<file path="config.mk">
export PLATFORM = sky130hd
export DESIGN_NAME = modular_square_root
export DESIGN_NICKNAME = d
export VERILOG_FILES = /design/src/rtl/msqrt_pkg.sv /design/src/rtl/msqrt_mulmod.sv /design/src/rtl/msqrt_reduce.sv /design/src/rtl/msqrt_datapath.sv /design/src/rtl/msqrt_ctrl.sv /design/src/rtl/modular_square_root.sv
export SDC_FILE = /design/constraint.sdc
export NUM_CORES = 2
export LEC_CHECK = 0
export BUFFER_PORTS_ARGS = -buffer_cell sky130_fd_sc_hd__buf_2
export CORE_MARGIN = 2
export CORE_UTILIZATION = 50
export DETAILED_ROUTE_END_ITERATION = 8
export PLACE_DENSITY = 0.66
export SLEW_MARGIN = 20
export SYNTH_ARGS = -nofsm -noshare
export SYNTH_HDL_FRONTEND = slang
export SYNTH_SLANG_ARGS = --single-unit
</file>
<file path="constraint.sdc">
create_clock -name clk -period 10.75 [get_ports clk]
set_input_delay 0.5375 -clock clk [delete_from_list [all_inputs] [get_ports clk]]
set_output_delay 0.5375 -clock clk [all_outputs]
set_load 0.02 [all_outputs]
</file>
<file path="src/rtl/msqrt_pkg.sv">
// -----------------------------------------------------------------------------
// msqrt_pkg
// Types, constants and command encodings shared by the modular square root.
// -----------------------------------------------------------------------------
package msqrt_pkg;

    localparam int FIELD_BITS      = 32;
    localparam int WORD_BITS       = 32;
    localparam int CNT_BITS        = $clog2(WORD_BITS + 1);
    localparam int NR_SEARCH_LIMIT = 4096;
    localparam int TRY_BITS        = $clog2(NR_SEARCH_LIMIT + 1);
    // The candidate non-residue never exceeds the search limit plus two.
    localparam int Z_BITS          = $clog2(NR_SEARCH_LIMIT + 3);
    localparam int RED_BITS        = (WORD_BITS > Z_BITS) ? WORD_BITS : Z_BITS;
    localparam int RED_CNT_BITS    = $clog2(RED_BITS + 1);

    typedef logic [WORD_BITS-1:0] word_t;

    typedef struct packed {
        logic [FIELD_BITS-1:0] value;
        logic [FIELD_BITS-1:0] modulus;
    } req_t;

    typedef struct packed {
        logic [FIELD_BITS-1:0] root;
        logic                  is_residue;
    } rsp_t;

    typedef enum logic [4:0] {
        OP_NONE,
        OP_LOAD,
        OP_RED_A,
        OP_RED_Z,
        OP_POW_INIT,
        OP_POW_SHIFT,
        OP_MUL,
        OP_Q_INIT,
        OP_Q_SHIFT,
        OP_Z_INIT,
        OP_Z_NEXT,
        OP_SAVE,
        OP_M_FROM_S,
        OP_TT_INIT,
        OP_I_INC,
        OP_B_INIT,
        OP_J_INC,
        OP_M_SET,
        OP_RESULT
    } dp_op_t;

    typedef enum logic [2:0] {
        SEL_ACC,
        SEL_BASE,
        SEL_TT,
        SEL_B,
        SEL_C,
        SEL_T,
        SEL_ROOT
    } reg_sel_t;

    typedef enum logic {
        BASE_R,
        BASE_Z
    } base_sel_t;

    typedef enum logic [1:0] {
        EXP_HALF,
        EXP_P34,
        EXP_Q,
        EXP_Q1
    } exp_sel_t;

    typedef enum logic [2:0] {
        RES_ZERO_NO,
        RES_ZERO_YES,
        RES_LOWBIT,
        RES_ACC,
        RES_ROOT
    } res_sel_t;

    typedef enum logic [5:0] {
        S_IDLE,
        S_CHECK_P,
        S_RED_A_W,
        S_CHECK_R,
        S_POW,
        S_POW_MW,
        S_POW_SQ,
        S_POW_SW,
        S_EULER,
        S_FIN_ACC,
        S_QLOOP,
        S_ZTRY,
        S_ZRED,
        S_ZPOW,
        S_ZCHK,
        S_SAVE_C,
        S_TPOW,
        S_SAVE_T,
        S_RPOW,
        S_SAVE_ROOT,
        S_TS_INIT,
        S_TS_LOOP,
        S_ORD,
        S_ORD_W,
        S_BSQ,
        S_BSQ_W,
        S_C_SQ,
        S_C_W,
        S_T_MUL,
        S_T_W,
        S_R_MUL,
        S_R_W,
        S_RESULT
    } state_t;

    typedef struct packed {
        dp_op_t    op;
        reg_sel_t  mul_x;
        reg_sel_t  mul_y;
        reg_sel_t  dst;
        base_sel_t pow_base;
        exp_sel_t  pow_exp;
        res_sel_t  res;
    } cmd_t;

    typedef struct packed {
        logic p_zero;
        logic p_two;
        logic p_mod4_3;
        logic r_zero;
        logic red_done;
        logic mul_done;
        logic exp_zero;
        logic exp_lsb;
        logic acc_one;
        logic acc_pm1;
        logic q_even;
        logic tries_max;
        logic t_one;
        logic tt_one;
        logic i_lt_m;
        logic j_lt_m;
        logic out_busy;
    } status_t;

endpackage

</file>
<file path="src/rtl/msqrt_mulmod.sv">
// -----------------------------------------------------------------------------
// msqrt_mulmod
// Bit-serial modular multiplier: one multiplier bit per cycle, add and double.
// -----------------------------------------------------------------------------
module msqrt_mulmod
    import msqrt_pkg::*;
(
    input  logic  clk,
    input  logic  rst_n,
    input  logic  start,
    input  word_t x,
    input  word_t y,
    input  word_t p,
    output logic  done,
    output word_t prod
);

    logic  busy_reg;
    logic  done_reg;
    word_t x_reg;
    word_t y_reg;
    word_t acc_reg;

    // Both operands are below the modulus, so one conditional subtract suffices.
    function automatic word_t add_mod(input word_t a, input word_t b, input word_t m);
        logic [WORD_BITS:0] s;
        s = {1'b0, a} + {1'b0, b};
        if (s >= {1'b0, m})
        begin
            s = s - {1'b0, m};
        end
        return s[WORD_BITS-1:0];
    endfunction

    always_ff @(posedge clk or negedge rst_n)
    begin
        if (!rst_n)
        begin
            busy_reg <= 1'b0;
            done_reg <= 1'b0;
        end
        else
        begin
            done_reg <= 1'b0;
            if (start)
            begin
                busy_reg <= 1'b1;
            end
            else if (busy_reg && (y_reg == '0))
            begin
                busy_reg <= 1'b0;
                done_reg <= 1'b1;
            end
        end
    end

    always_ff @(posedge clk)
    begin
        if (start)
        begin
            x_reg   <= x;
            y_reg   <= y;
            acc_reg <= '0;
        end
        else if (busy_reg && (y_reg != '0))
        begin
            if (y_reg[0])
            begin
                acc_reg <= add_mod(acc_reg, x_reg, p);
            end
            x_reg <= add_mod(x_reg, x_reg, p);
            y_reg <= y_reg >> 1;
        end
    end

    assign done = done_reg;
    assign prod = acc_reg;

endmodule

</file>
<file path="src/rtl/msqrt_reduce.sv">
// -----------------------------------------------------------------------------
// msqrt_reduce
// Restoring remainder unit: one dividend bit per cycle.
// -----------------------------------------------------------------------------
module msqrt_reduce
    import msqrt_pkg::*;
(
    input  logic                clk,
    input  logic                rst_n,
    input  logic                start,
    input  logic [RED_BITS-1:0] dividend,
    input  word_t               p,
    output logic                done,
    output word_t               rem
);

    logic                    busy_reg;
    logic                    done_reg;
    logic [RED_CNT_BITS-1:0] cnt_reg;
    logic [RED_BITS-1:0]     div_reg;
    word_t                   rem_reg;
    logic [WORD_BITS:0]      trial;

    // The partial remainder stays below p, so the shifted value is below 2p.
    always_comb
    begin
        trial = {rem_reg, div_reg[RED_BITS-1]};
        if (trial >= {1'b0, p})
        begin
            trial = trial - {1'b0, p};
        end
    end

    always_ff @(posedge clk or negedge rst_n)
    begin
        if (!rst_n)
        begin
            busy_reg <= 1'b0;
            done_reg <= 1'b0;
            cnt_reg  <= '0;
        end
        else
        begin
            done_reg <= 1'b0;
            if (start)
            begin
                busy_reg <= 1'b1;
                cnt_reg  <= RED_CNT_BITS'(RED_BITS);
            end
            else if (busy_reg)
            begin
                if (cnt_reg == '0)
                begin
                    busy_reg <= 1'b0;
                    done_reg <= 1'b1;
                end
                else
                begin
                    cnt_reg <= cnt_reg - 1'b1;
                end
            end
        end
    end

    always_ff @(posedge clk)
    begin
        if (start)
        begin
            div_reg <= dividend;
            rem_reg <= '0;
        end
        else if (busy_reg && (cnt_reg != '0))
        begin
            rem_reg <= trial[WORD_BITS-1:0];
            div_reg <= div_reg << 1;
        end
    end

    assign done = done_reg;
    assign rem  = rem_reg;

endmodule

</file>
<file path="src/rtl/msqrt_datapath.sv">
// -----------------------------------------------------------------------------
// msqrt_datapath
// Working registers, the shared multiplier and remainder units, result register.
// -----------------------------------------------------------------------------
module msqrt_datapath
    import msqrt_pkg::*;
(
    input  logic    clk,
    input  logic    rst_n,
    input  cmd_t    cmd,
    input  req_t    req,
    input  logic    rsp_stall,
    output status_t status,
    output rsp_t    rsp,
    output logic    rsp_valid
);

    word_t               a_reg;
    word_t               p_reg;
    word_t               r_reg;
    word_t               zred_reg;
    word_t               acc_reg;
    word_t               base_reg;
    word_t               e_reg;
    word_t               q_reg;
    word_t               c_reg;
    word_t               t_reg;
    word_t               root_reg;
    word_t               tt_reg;
    word_t               b_reg;
    logic [CNT_BITS-1:0] s_reg;
    logic [CNT_BITS-1:0] m_reg;
    logic [CNT_BITS-1:0] i_reg;
    logic [CNT_BITS-1:0] j_reg;
    logic [Z_BITS-1:0]   z_reg;
    logic [TRY_BITS-1:0] tries_reg;
    reg_sel_t            mul_dst_reg;
    logic                red_to_z_reg;
    rsp_t                rsp_reg;
    logic                rsp_valid_reg;

    logic                mul_start;
    logic                mul_done;
    word_t               mul_x;
    word_t               mul_y;
    word_t               prod;
    logic                red_start;
    logic                red_done;
    logic [RED_BITS-1:0] red_dividend;
    word_t               rem;
    logic [WORD_BITS:0]  q_inc;

    function automatic word_t pick(input reg_sel_t sel, input word_t acc, input word_t base,
                                   input word_t tt, input word_t b, input word_t c,
                                   input word_t t, input word_t root);
        word_t v;
        unique case (sel)
            SEL_ACC:  v = acc;
            SEL_BASE: v = base;
            SEL_TT:   v = tt;
            SEL_B:    v = b;
            SEL_C:    v = c;
            SEL_T:    v = t;
            SEL_ROOT: v = root;
            default:  v = acc;
        endcase
        return v;
    endfunction

    assign mul_start    = (cmd.op == OP_MUL);
    assign mul_x        = pick(cmd.mul_x, acc_reg, base_reg, tt_reg, b_reg, c_reg, t_reg,
                               root_reg);
    assign mul_y        = pick(cmd.mul_y, acc_reg, base_reg, tt_reg, b_reg, c_reg, t_reg,
                               root_reg);
    assign red_start    = (cmd.op == OP_RED_A) || (cmd.op == OP_RED_Z);
    assign red_dividend = (cmd.op == OP_RED_Z) ? RED_BITS'(z_reg) : RED_BITS'(a_reg);
    assign q_inc        = {1'b0, q_reg} + 1'b1;

    msqrt_mulmod u_mulmod (
        .clk   (clk),
        .rst_n (rst_n),
        .start (mul_start),
        .x     (mul_x),
        .y     (mul_y),
        .p     (p_reg),
        .done  (mul_done),
        .prod  (prod)
    );

    msqrt_reduce u_reduce (
        .clk      (clk),
        .rst_n    (rst_n),
        .start    (red_start),
        .dividend (red_dividend),
        .p        (p_reg),
        .done     (red_done),
        .rem      (rem)
    );

    always_ff @(posedge clk)
    begin
        if (mul_done)
        begin
            unique case (mul_dst_reg)
                SEL_ACC:  acc_reg  <= prod;
                SEL_BASE: base_reg <= prod;
                SEL_TT:   tt_reg   <= prod;
                SEL_B:    b_reg    <= prod;
                SEL_C:    c_reg    <= prod;
                SEL_T:    t_reg    <= prod;
                SEL_ROOT: root_reg <= prod;
                default:  acc_reg  <= prod;
            endcase
        end
        if (red_done)
        begin
            if (red_to_z_reg)
            begin
                zred_reg <= rem;
            end
            else
            begin
                r_reg <= rem;
            end
        end

        unique case (cmd.op)
            OP_LOAD:
            begin
                a_reg <= WORD_BITS'(req.value);
                p_reg <= WORD_BITS'(req.modulus);
            end
            OP_RED_A:
            begin
                red_to_z_reg <= 1'b0;
            end
            OP_RED_Z:
            begin
                red_to_z_reg <= 1'b1;
            end
            OP_POW_INIT:
            begin
                acc_reg  <= word_t'(1);
                base_reg <= (cmd.pow_base == BASE_Z) ? zred_reg : r_reg;
                unique case (cmd.pow_exp)
                    EXP_HALF: e_reg <= (p_reg - 1'b1) >> 1;
                    EXP_P34:  e_reg <= (p_reg >> 2) + 1'b1;
                    EXP_Q:    e_reg <= q_reg;
                    EXP_Q1:   e_reg <= q_inc[WORD_BITS:1];
                    default:  e_reg <= q_reg;
                endcase
            end
            OP_POW_SHIFT:
            begin
                e_reg <= e_reg >> 1;
            end
            OP_MUL:
            begin
                mul_dst_reg <= cmd.dst;
            end
            OP_Q_INIT:
            begin
                q_reg <= p_reg - 1'b1;
                s_reg <= '0;
            end
            OP_Q_SHIFT:
            begin
                q_reg <= q_reg >> 1;
                s_reg <= s_reg + 1'b1;
            end
            OP_Z_INIT:
            begin
                z_reg     <= Z_BITS'(2);
                tries_reg <= '0;
            end
            OP_Z_NEXT:
            begin
                z_reg     <= z_reg + 1'b1;
                tries_reg <= tries_reg + 1'b1;
            end
            OP_SAVE:
            begin
                unique case (cmd.dst)
                    SEL_C:    c_reg    <= acc_reg;
                    SEL_T:    t_reg    <= acc_reg;
                    SEL_ROOT: root_reg <= acc_reg;
                    default:  c_reg    <= acc_reg;
                endcase
            end
            OP_M_FROM_S:
            begin
                m_reg <= s_reg;
            end
            OP_TT_INIT:
            begin
                tt_reg <= t_reg;
                i_reg  <= '0;
            end
            OP_I_INC:
            begin
                i_reg <= i_reg + 1'b1;
            end
            OP_B_INIT:
            begin
                b_reg <= c_reg;
                j_reg <= i_reg + 1'b1;
            end
            OP_J_INC:
            begin
                j_reg <= j_reg + 1'b1;
            end
            OP_M_SET:
            begin
                m_reg <= i_reg;
            end
            OP_RESULT:
            begin
                unique case (cmd.res)
                    RES_ZERO_NO:
                    begin
                        rsp_reg.root       <= '0;
                        rsp_reg.is_residue <= 1'b0;
                    end
                    RES_ZERO_YES:
                    begin
                        rsp_reg.root       <= '0;
                        rsp_reg.is_residue <= 1'b1;
                    end
                    RES_LOWBIT:
                    begin
                        rsp_reg.root       <= FIELD_BITS'(r_reg[0]);
                        rsp_reg.is_residue <= 1'b1;
                    end
                    RES_ACC:
                    begin
                        rsp_reg.root       <= FIELD_BITS'(acc_reg);
                        rsp_reg.is_residue <= 1'b1;
                    end
                    RES_ROOT:
                    begin
                        rsp_reg.root       <= FIELD_BITS'(root_reg);
                        rsp_reg.is_residue <= 1'b1;
                    end
                    default:
                    begin
                        rsp_reg.root       <= '0;
                        rsp_reg.is_residue <= 1'b0;
                    end
                endcase
            end
            default:
            begin
            end
        endcase
    end

    always_ff @(posedge clk or negedge rst_n)
    begin
        if (!rst_n)
        begin
            rsp_valid_reg <= 1'b0;
        end
        else if (cmd.op == OP_RESULT)
        begin
            rsp_valid_reg <= 1'b1;
        end
        else if (rsp_valid_reg && !rsp_stall)
        begin
            rsp_valid_reg <= 1'b0;
        end
    end

    always_comb
    begin
        status.p_zero    = (p_reg == '0);
        status.p_two     = (p_reg == word_t'(2));
        status.p_mod4_3  = (p_reg[1:0] == 2'b11);
        status.r_zero    = (r_reg == '0);
        status.red_done  = red_done;
        status.mul_done  = mul_done;
        status.exp_zero  = (e_reg == '0);
        status.exp_lsb   = e_reg[0];
        status.acc_one   = (acc_reg == word_t'(1));
        status.acc_pm1   = (acc_reg == (p_reg - 1'b1));
        status.q_even    = !q_reg[0];
        status.tries_max = (tries_reg == TRY_BITS'(NR_SEARCH_LIMIT));
        status.t_one     = (t_reg == word_t'(1));
        status.tt_one    = (tt_reg == word_t'(1));
        status.i_lt_m    = (i_reg < m_reg);
        status.j_lt_m    = (j_reg < m_reg);
        status.out_busy  = rsp_valid_reg;
    end

    assign rsp       = rsp_reg;
    assign rsp_valid = rsp_valid_reg;

endmodule

</file>
<file path="src/rtl/msqrt_ctrl.sv">
// -----------------------------------------------------------------------------
// msqrt_ctrl
// Sequencer for reduction, exponentiation, non-residue search and the
// Tonelli-Shanks rounds.
// -----------------------------------------------------------------------------
module msqrt_ctrl
    import msqrt_pkg::*;
(
    input  logic    clk,
    input  logic    rst_n,
    input  logic    req_valid,
    input  status_t status,
    output logic    req_stall,
    output cmd_t    cmd
);

    state_t   state_reg;
    state_t   state_next;
    state_t   ret_reg;
    state_t   ret_next;
    res_sel_t res_reg;
    res_sel_t res_next;

    always_ff @(posedge clk or negedge rst_n)
    begin
        if (!rst_n)
        begin
            state_reg <= S_IDLE;
            ret_reg   <= S_IDLE;
            res_reg   <= RES_ZERO_NO;
        end
        else
        begin
            state_reg <= state_next;
            ret_reg   <= ret_next;
            res_reg   <= res_next;
        end
    end

    // Next state. The exponentiation loop returns to the state held in ret_reg.
    always_comb
    begin
        state_next = state_reg;
        ret_next   = ret_reg;
        res_next   = res_reg;
        unique case (state_reg)
            S_IDLE:
            begin
                if (req_valid)
                begin
                    state_next = S_CHECK_P;
                end
            end
            S_CHECK_P:
            begin
                if (status.p_zero)
                begin
                    res_next   = RES_ZERO_NO;
                    state_next = S_RESULT;
                end
                else
                begin
                    state_next = S_RED_A_W;
                end
            end
            S_RED_A_W:
            begin
                if (status.red_done)
                begin
                    state_next = S_CHECK_R;
                end
            end
            S_CHECK_R:
            begin
                if (status.r_zero)
                begin
                    res_next   = RES_ZERO_YES;
                    state_next = S_RESULT;
                end
                else if (status.p_two)
                begin
                    res_next   = RES_LOWBIT;
                    state_next = S_RESULT;
                end
                else
                begin
                    ret_next   = S_EULER;
                    state_next = S_POW;
                end
            end
            S_POW:
            begin
                if (status.exp_zero)
                begin
                    state_next = ret_reg;
                end
                else if (status.exp_lsb)
                begin
                    state_next = S_POW_MW;
                end
                else
                begin
                    state_next = S_POW_SW;
                end
            end
            S_POW_MW:
            begin
                if (status.mul_done)
                begin
                    state_next = S_POW_SQ;
                end
            end
            S_POW_SQ:
            begin
                state_next = S_POW_SW;
            end
            S_POW_SW:
            begin
                if (status.mul_done)
                begin
                    state_next = S_POW;
                end
            end
            S_EULER:
            begin
                if (!status.acc_one)
                begin
                    res_next   = RES_ZERO_NO;
                    state_next = S_RESULT;
                end
                else if (status.p_mod4_3)
                begin
                    ret_next   = S_FIN_ACC;
                    state_next = S_POW;
                end
                else
                begin
                    state_next = S_QLOOP;
                end
            end
            S_FIN_ACC:
            begin
                res_next   = RES_ACC;
                state_next = S_RESULT;
            end
            S_QLOOP:
            begin
                if (!status.q_even)
                begin
                    state_next = S_ZTRY;
                end
            end
            S_ZTRY:
            begin
                if (status.tries_max)
                begin
                    res_next   = RES_ZERO_NO;
                    state_next = S_RESULT;
                end
                else
                begin
                    state_next = S_ZRED;
                end
            end
            S_ZRED:
            begin
                if (status.red_done)
                begin
                    state_next = S_ZPOW;
                end
            end
            S_ZPOW:
            begin
                ret_next   = S_ZCHK;
                state_next = S_POW;
            end
            S_ZCHK:
            begin
                if (status.acc_pm1)
                begin
                    ret_next   = S_SAVE_C;
                    state_next = S_POW;
                end
                else
                begin
                    state_next = S_ZTRY;
                end
            end
            S_SAVE_C:
            begin
                state_next = S_TPOW;
            end
            S_TPOW:
            begin
                ret_next   = S_SAVE_T;
                state_next = S_POW;
            end
            S_SAVE_T:
            begin
                state_next = S_RPOW;
            end
            S_RPOW:
            begin
                ret_next   = S_SAVE_ROOT;
                state_next = S_POW;
            end
            S_SAVE_ROOT:
            begin
                state_next = S_TS_INIT;
            end
            S_TS_INIT:
            begin
                state_next = S_TS_LOOP;
            end
            S_TS_LOOP:
            begin
                if (status.t_one)
                begin
                    res_next   = RES_ROOT;
                    state_next = S_RESULT;
                end
                else
                begin
                    state_next = S_ORD;
                end
            end
            S_ORD:
            begin
                if (!status.i_lt_m)
                begin
                    res_next   = RES_ZERO_NO;
                    state_next = S_RESULT;
                end
                else if (status.tt_one)
                begin
                    state_next = S_BSQ;
                end
                else
                begin
                    state_next = S_ORD_W;
                end
            end
            S_ORD_W:
            begin
                if (status.mul_done)
                begin
                    state_next = S_ORD;
                end
            end
            S_BSQ:
            begin
                state_next = status.j_lt_m ? S_BSQ_W : S_C_SQ;
            end
            S_BSQ_W:
            begin
                if (status.mul_done)
                begin
                    state_next = S_BSQ;
                end
            end
            S_C_SQ:
            begin
                state_next = S_C_W;
            end
            S_C_W:
            begin
                if (status.mul_done)
                begin
                    state_next = S_T_MUL;
                end
            end
            S_T_MUL:
            begin
                state_next = S_T_W;
            end
            S_T_W:
            begin
                if (status.mul_done)
                begin
                    state_next = S_R_MUL;
                end
            end
            S_R_MUL:
            begin
                state_next = S_R_W;
            end
            S_R_W:
            begin
                if (status.mul_done)
                begin
                    state_next = S_TS_LOOP;
                end
            end
            S_RESULT:
            begin
                if (!status.out_busy)
                begin
                    state_next = S_IDLE;
                end
            end
            default:
            begin
                state_next = S_IDLE;
            end
        endcase
    end

    // Commands to the datapath.
    always_comb
    begin
        req_stall    = 1'b1;
        cmd.op       = OP_NONE;
        cmd.mul_x    = SEL_ACC;
        cmd.mul_y    = SEL_BASE;
        cmd.dst      = SEL_ACC;
        cmd.pow_base = BASE_R;
        cmd.pow_exp  = EXP_HALF;
        cmd.res      = res_reg;
        unique case (state_reg)
            S_IDLE:
            begin
                req_stall = 1'b0;
                if (req_valid)
                begin
                    cmd.op = OP_LOAD;
                end
            end
            S_CHECK_P:
            begin
                if (!status.p_zero)
                begin
                    cmd.op = OP_RED_A;
                end
            end
            S_CHECK_R:
            begin
                if (!status.r_zero && !status.p_two)
                begin
                    cmd.op = OP_POW_INIT;
                end
            end
            S_POW:
            begin
                if (!status.exp_zero)
                begin
                    cmd.op = OP_MUL;
                    if (status.exp_lsb)
                    begin
                        cmd.mul_x = SEL_ACC;
                        cmd.dst   = SEL_ACC;
                    end
                    else
                    begin
                        cmd.mul_x = SEL_BASE;
                        cmd.dst   = SEL_BASE;
                    end
                end
            end
            S_POW_SQ:
            begin
                cmd.op    = OP_MUL;
                cmd.mul_x = SEL_BASE;
                cmd.dst   = SEL_BASE;
            end
            S_POW_SW:
            begin
                if (status.mul_done)
                begin
                    cmd.op = OP_POW_SHIFT;
                end
            end
            S_EULER:
            begin
                if (status.acc_one)
                begin
                    if (status.p_mod4_3)
                    begin
                        cmd.op      = OP_POW_INIT;
                        cmd.pow_exp = EXP_P34;
                    end
                    else
                    begin
                        cmd.op = OP_Q_INIT;
                    end
                end
            end
            S_QLOOP:
            begin
                cmd.op = status.q_even ? OP_Q_SHIFT : OP_Z_INIT;
            end
            S_ZTRY:
            begin
                if (!status.tries_max)
                begin
                    cmd.op = OP_RED_Z;
                end
            end
            S_ZPOW:
            begin
                cmd.op       = OP_POW_INIT;
                cmd.pow_base = BASE_Z;
            end
            S_ZCHK:
            begin
                if (status.acc_pm1)
                begin
                    cmd.op       = OP_POW_INIT;
                    cmd.pow_base = BASE_Z;
                    cmd.pow_exp  = EXP_Q;
                end
                else
                begin
                    cmd.op = OP_Z_NEXT;
                end
            end
            S_SAVE_C:
            begin
                cmd.op  = OP_SAVE;
                cmd.dst = SEL_C;
            end
            S_TPOW:
            begin
                cmd.op      = OP_POW_INIT;
                cmd.pow_exp = EXP_Q;
            end
            S_SAVE_T:
            begin
                cmd.op  = OP_SAVE;
                cmd.dst = SEL_T;
            end
            S_RPOW:
            begin
                cmd.op      = OP_POW_INIT;
                cmd.pow_exp = EXP_Q1;
            end
            S_SAVE_ROOT:
            begin
                cmd.op  = OP_SAVE;
                cmd.dst = SEL_ROOT;
            end
            S_TS_INIT:
            begin
                cmd.op = OP_M_FROM_S;
            end
            S_TS_LOOP:
            begin
                if (!status.t_one)
                begin
                    cmd.op = OP_TT_INIT;
                end
            end
            S_ORD:
            begin
                if (status.i_lt_m)
                begin
                    if (status.tt_one)
                    begin
                        cmd.op = OP_B_INIT;
                    end
                    else
                    begin
                        cmd.op    = OP_MUL;
                        cmd.mul_x = SEL_TT;
                        cmd.mul_y = SEL_TT;
                        cmd.dst   = SEL_TT;
                    end
                end
            end
            S_ORD_W:
            begin
                if (status.mul_done)
                begin
                    cmd.op = OP_I_INC;
                end
            end
            S_BSQ:
            begin
                if (status.j_lt_m)
                begin
                    cmd.op    = OP_MUL;
                    cmd.mul_x = SEL_B;
                    cmd.mul_y = SEL_B;
                    cmd.dst   = SEL_B;
                end
                else
                begin
                    cmd.op = OP_M_SET;
                end
            end
            S_BSQ_W:
            begin
                if (status.mul_done)
                begin
                    cmd.op = OP_J_INC;
                end
            end
            S_C_SQ:
            begin
                cmd.op    = OP_MUL;
                cmd.mul_x = SEL_B;
                cmd.mul_y = SEL_B;
                cmd.dst   = SEL_C;
            end
            S_T_MUL:
            begin
                cmd.op    = OP_MUL;
                cmd.mul_x = SEL_T;
                cmd.mul_y = SEL_C;
                cmd.dst   = SEL_T;
            end
            S_R_MUL:
            begin
                cmd.op    = OP_MUL;
                cmd.mul_x = SEL_ROOT;
                cmd.mul_y = SEL_B;
                cmd.dst   = SEL_ROOT;
            end
            S_RESULT:
            begin
                if (!status.out_busy)
                begin
                    cmd.op = OP_RESULT;
                end
            end
            default:
            begin
            end
        endcase
    end

endmodule

</file>
<file path="src/rtl/modular_square_root.sv">
// -----------------------------------------------------------------------------
// The run time per item is data dependent, and longer for Tonelli-Shanks than for p = 3 mod 4.
// Requests: one item at a time; req_stall stays high outside the idle state.
// Reset: rst_n clears the sequencer and the result valid at once.
// -----------------------------------------------------------------------------
module modular_square_root
    import msqrt_pkg::*;
(
    input  logic clk,
    input  logic rst_n,
    input  logic req_valid,
    output logic req_stall,
    input  req_t req,
    output logic rsp_valid,
    input  logic rsp_stall,
    output rsp_t rsp
);

    cmd_t    cmd;
    status_t status;

    msqrt_ctrl u_ctrl (
        .clk       (clk),
        .rst_n     (rst_n),
        .req_valid (req_valid),
        .status    (status),
        .req_stall (req_stall),
        .cmd       (cmd)
    );

    msqrt_datapath u_datapath (
        .clk       (clk),
        .rst_n     (rst_n),
        .cmd       (cmd),
        .req       (req),
        .rsp_stall (rsp_stall),
        .status    (status),
        .rsp       (rsp),
        .rsp_valid (rsp_valid)
    );

endmodule

</file>
==> metrics.md <==
| Metric | Value |
|---|---|
| Status | complete, no violations |
| Endpoint class of the critical path | flop |
| DRC | 0 |
| Fill cells | 7242 |
| Leak pwr | 17.04 nW |
| Post-synth net total | 4478 |
| CP max FO | 36 |
| Fmax | between 150 and 200 MHz |
| FF+latch count, synth | around 700 |
| Setup Buffers After CTS | 0 |
| Placer Congestion | 0.9671 |
| First-pass GRT wire length | 210.0 mm |
| Top-Level Pins | 103 |
| Initial antenna violation count | 7 |
| CTS tree | yes |
| Clock-pin slew on the worst setup and hold paths | 60 ps |
| Largest net degree at the start of global routing | 81 |
| Num CTS Buffers | 80 |
| CP Cell Sequence | ha_1, fa_1, a211oi_1, o21a_1, or4b_2, a21oi_1, o21ai_0, a31oi_1, nor2_1, xnor2_1, ha_1, a21o_1, a21o_1, a21oi_1, nand2_1, a211o_1, nand3_1, and3_2, buf_4, mux2_2, mux2i_1, nor2_1 |
| Ys Warns | 0 |
| PortBufs | a little over 100 |
| P per Cell Area | 248.6 nW/um^2 |
| Register area share after synthesis | 0.4523 |
| Post-synth ARST share | 0.03634 |
| CTS max path bufs | 3 |
| Nets@finish | between 4000 and 5000 |
| # hold bufs at CTS | 0 |
| Post-route clock period utilization | 0.5946 |
| Highest-delay cell along the critical path | or4b_2 |
| Hpwl dp | 98.92 mm |
| Root buffer cell | clkbuf_16 |
| Clock latency at the later pin of the worst-skew pair | 650 ps |
| Slew HR | 0.2545 |
| Synth-to-Final Area Change | 10.03% |
| Row count | 105 |
| Via count | 34770 |
| Die Y | 290.9 microns |
| Count of final max-slew check failures | 0 |
| Largest register FFs | 33 |
| WL final | 140.9 mm |
| DR pass1 iterations | 9 |
| Setup violators final | 0 |
| Synth top cells by count | nand2_1 (503), edfxtp_1 (471), nor2_1 (371) |
| Total congestion overflow | 0 |
| Arrival time at the worst endpoint | 6860 ps |
| Starting DRC count in detailed routing | between 4000 and 5000 |
| GRT Total Usage | 0.3260 |
| # diodes | 0 |
| HP Class | input pin to async pin |
| Average wire per standard cell | 26.27 microns |
| Tightest Pin Transition | ~1100 ps |
| Die area | approximately 85000 sq um |
| Worst hold slack | about 18 ps |
| Share of layout cells above drive strength 1 | 0.1162 |
| Maximum vdd ir drop | 0.0002889 V |
| Max stage delay on crit path | 670 ps |
| Antenna viol nets, final | 0 |
| Die W | ~290 microns |
| Syn Area/Cell | between 9 and 10 sq um |
| Core ar. | approximately 82000 sq um |
| Via density | between 6 and 7 |
| CP delay by family, top | compound AO/OA/AOI/OAI gates |
| Vias in the first global route | between 30000 and 40000 |
| Setup Crit Path Kind | flop to flop |
| H-tree levels | 3 |
| Number of distinct library cells after synthesis | 91 |
| Unrepaired setup endpoints after global routing | no |
| Most frequent cell after synthesis | nand2_1 |
| Top-area cell type share of the netlist area | 0.3437 |
| Hold Violations, Final | 0 |
| Starting Density | 0.5028 |
| Top FF cell, synth | edfxtp_1 |
| Post-cts resize count | 0 |
| Crit start category | flop |
| Synth top area cells | edfxtp_1 (34%), dfxtp_1 (9.3%), ha_1 (4.6%) |
| Mapped Area | 41160 sq um |
| Clock skew | 45.64 ps |
| Tmin final | 6392 ps |
| Max-cap violations | 0 |
| Buffers & Inverters on Critical Path | 1 |
| Number of flops mapped to enable cells by yosys | 471 |
| Setup TNS | 0 ps |
| Synthesized netlist cell count | between 4000 and 5000 |
| Largest area contributor in the synthesized netlist | edfxtp_1 |
| Clk sink count | 688 |
| Required time of the critical path | 11220 ps |
==> cells by family after synthesis <==
family                   Yosys count  synth area share
AND/OR/NAND/NOR                 1446            0.1662
AO/OA/AOI/OAI                   1058            0.1673
flip-flops                       688            0.4523
buffers and inverters            357           0.03359
multiplexers                     315           0.08102
XOR/XNOR                         234           0.05147
adder cells (fa/ha/maj)          156           0.04816
==> metrics by stage <==
step	total power, mW	cell area, sq um	cells	util	worst slack (ps)
3_3_place_gp	8.382	42650	5220	0.5211	4575
4_1_cts	11.15	45240	5364	0.5527	4451
5_1_grt	11.90	45280	5365	0.5533	3970
2_1_floorplan	7.232	41160	4254	-	3962
3_5_place_dp	8.413	42650	5220	0.5211	4482
6_report	11.26	45280	5365	0.5533	4358
==> worst reg2reg max path, stage by stage (launching register included) <==
cell and delay (ps):
dfxtp_1 570, ha_1 320, fa_1 260, a211oi_1 120, o21a_1 240, or4b_2 670, a21oi_1 360, o21ai_0 260
a31oi_1 290, nor2_1 80, xnor2_1 230, ha_1 340, a21o_1 180, a21o_1 170, a21oi_1 220, nand2_1 80
a211o_1 280, nand3_1 110, and3_2 420, buf_4 460, mux2_2 400, mux2i_1 140, nor2_1 60
==> where the power goes <==
part | internal, mW | total [mW] | switching, mW
Sequential | 3.07 | 3.41 | 0.338
Clock | 1.56 | 2.73 | 1.16
Combinational | 2.16 | 5.12 | 2.96
==> path summary, 6_finish.rpt <==
path                                                           from                                       end  slack, ps  depth (start not counted)
max in group asynchronous                                     rst_n          u_datapath.rsp_valid$_DFFE_PN0P_      10190                          1
setup / recovery           u_datapath.u_mulmod.prod[0]$_SDFFE_PP0P_  u_datapath.u_mulmod.prod[2]$_SDFFE_PP0P_       4360                         22
min in group clk                                            req[36]             u_datapath.a_reg[4]$_DFFE_PN_         70                          1
setup reg to reg           u_datapath.u_mulmod.prod[0]$_SDFFE_PP0P_  u_datapath.u_mulmod.prod[2]$_SDFFE_PP0P_       4360                         22
hold reg to reg                       u_ctrl.ret_reg[3]$_DFFE_PN0P_             u_ctrl.ret_reg[3]$_DFFE_PN0P_        510                          1
hold / removal                                                rst_n           u_ctrl.state_reg[2]$_DFFE_PN0P_         20                          1
==> layout by cell type (no fill, tap or decap), drive strengths merged, types with 16 or more instances in the layout <==
cell and instances:
nand2 503, edfxtp 471, nor2 371, o21ai 273, a21oi 271, dfxtp 192, mux2i 170, buf 164
xnor2 157, ha 152, mux2 145, nand3 127, clkbuf 111, inv 94, nor4 82, nor3 78
xor2 72, a211oi 67, a21o 60, nand4 57, a22o 51, and3 49, a31oi 34, a222oi 33
a41oi 31, nor2b 27, nand2b 26, dfrtp 25, o211ai 24, and2 22, clkinv 22, o21a 21
o21bai 20, o22ai 19, o31ai 19, or4 17, or3 16
==> cell type report <==
class	instances	area [sq um]	share of cell area
inverter	90	337.8	0.007460
tap	1070	1339	0.02956
timing repair buffer	164	996.0	0.02199
clock inverter	33	359.1	0.007930
multi-input combinational	3209	21410	0.4728
sequential	688	18610	0.4110
clock buffer	111	2230	0.04924
==> layer usage <==
layer	up-vias	wire length (microns)	track usage
li1	15860	-	-
met1	16810	59990	0.4635
met2	1800	60110	0.4854
met3	293	14960	0.07414
met4	2	5834	0.1204
met5	-	13	0
No activity file was read; power rests on OpenSTA's default activity.
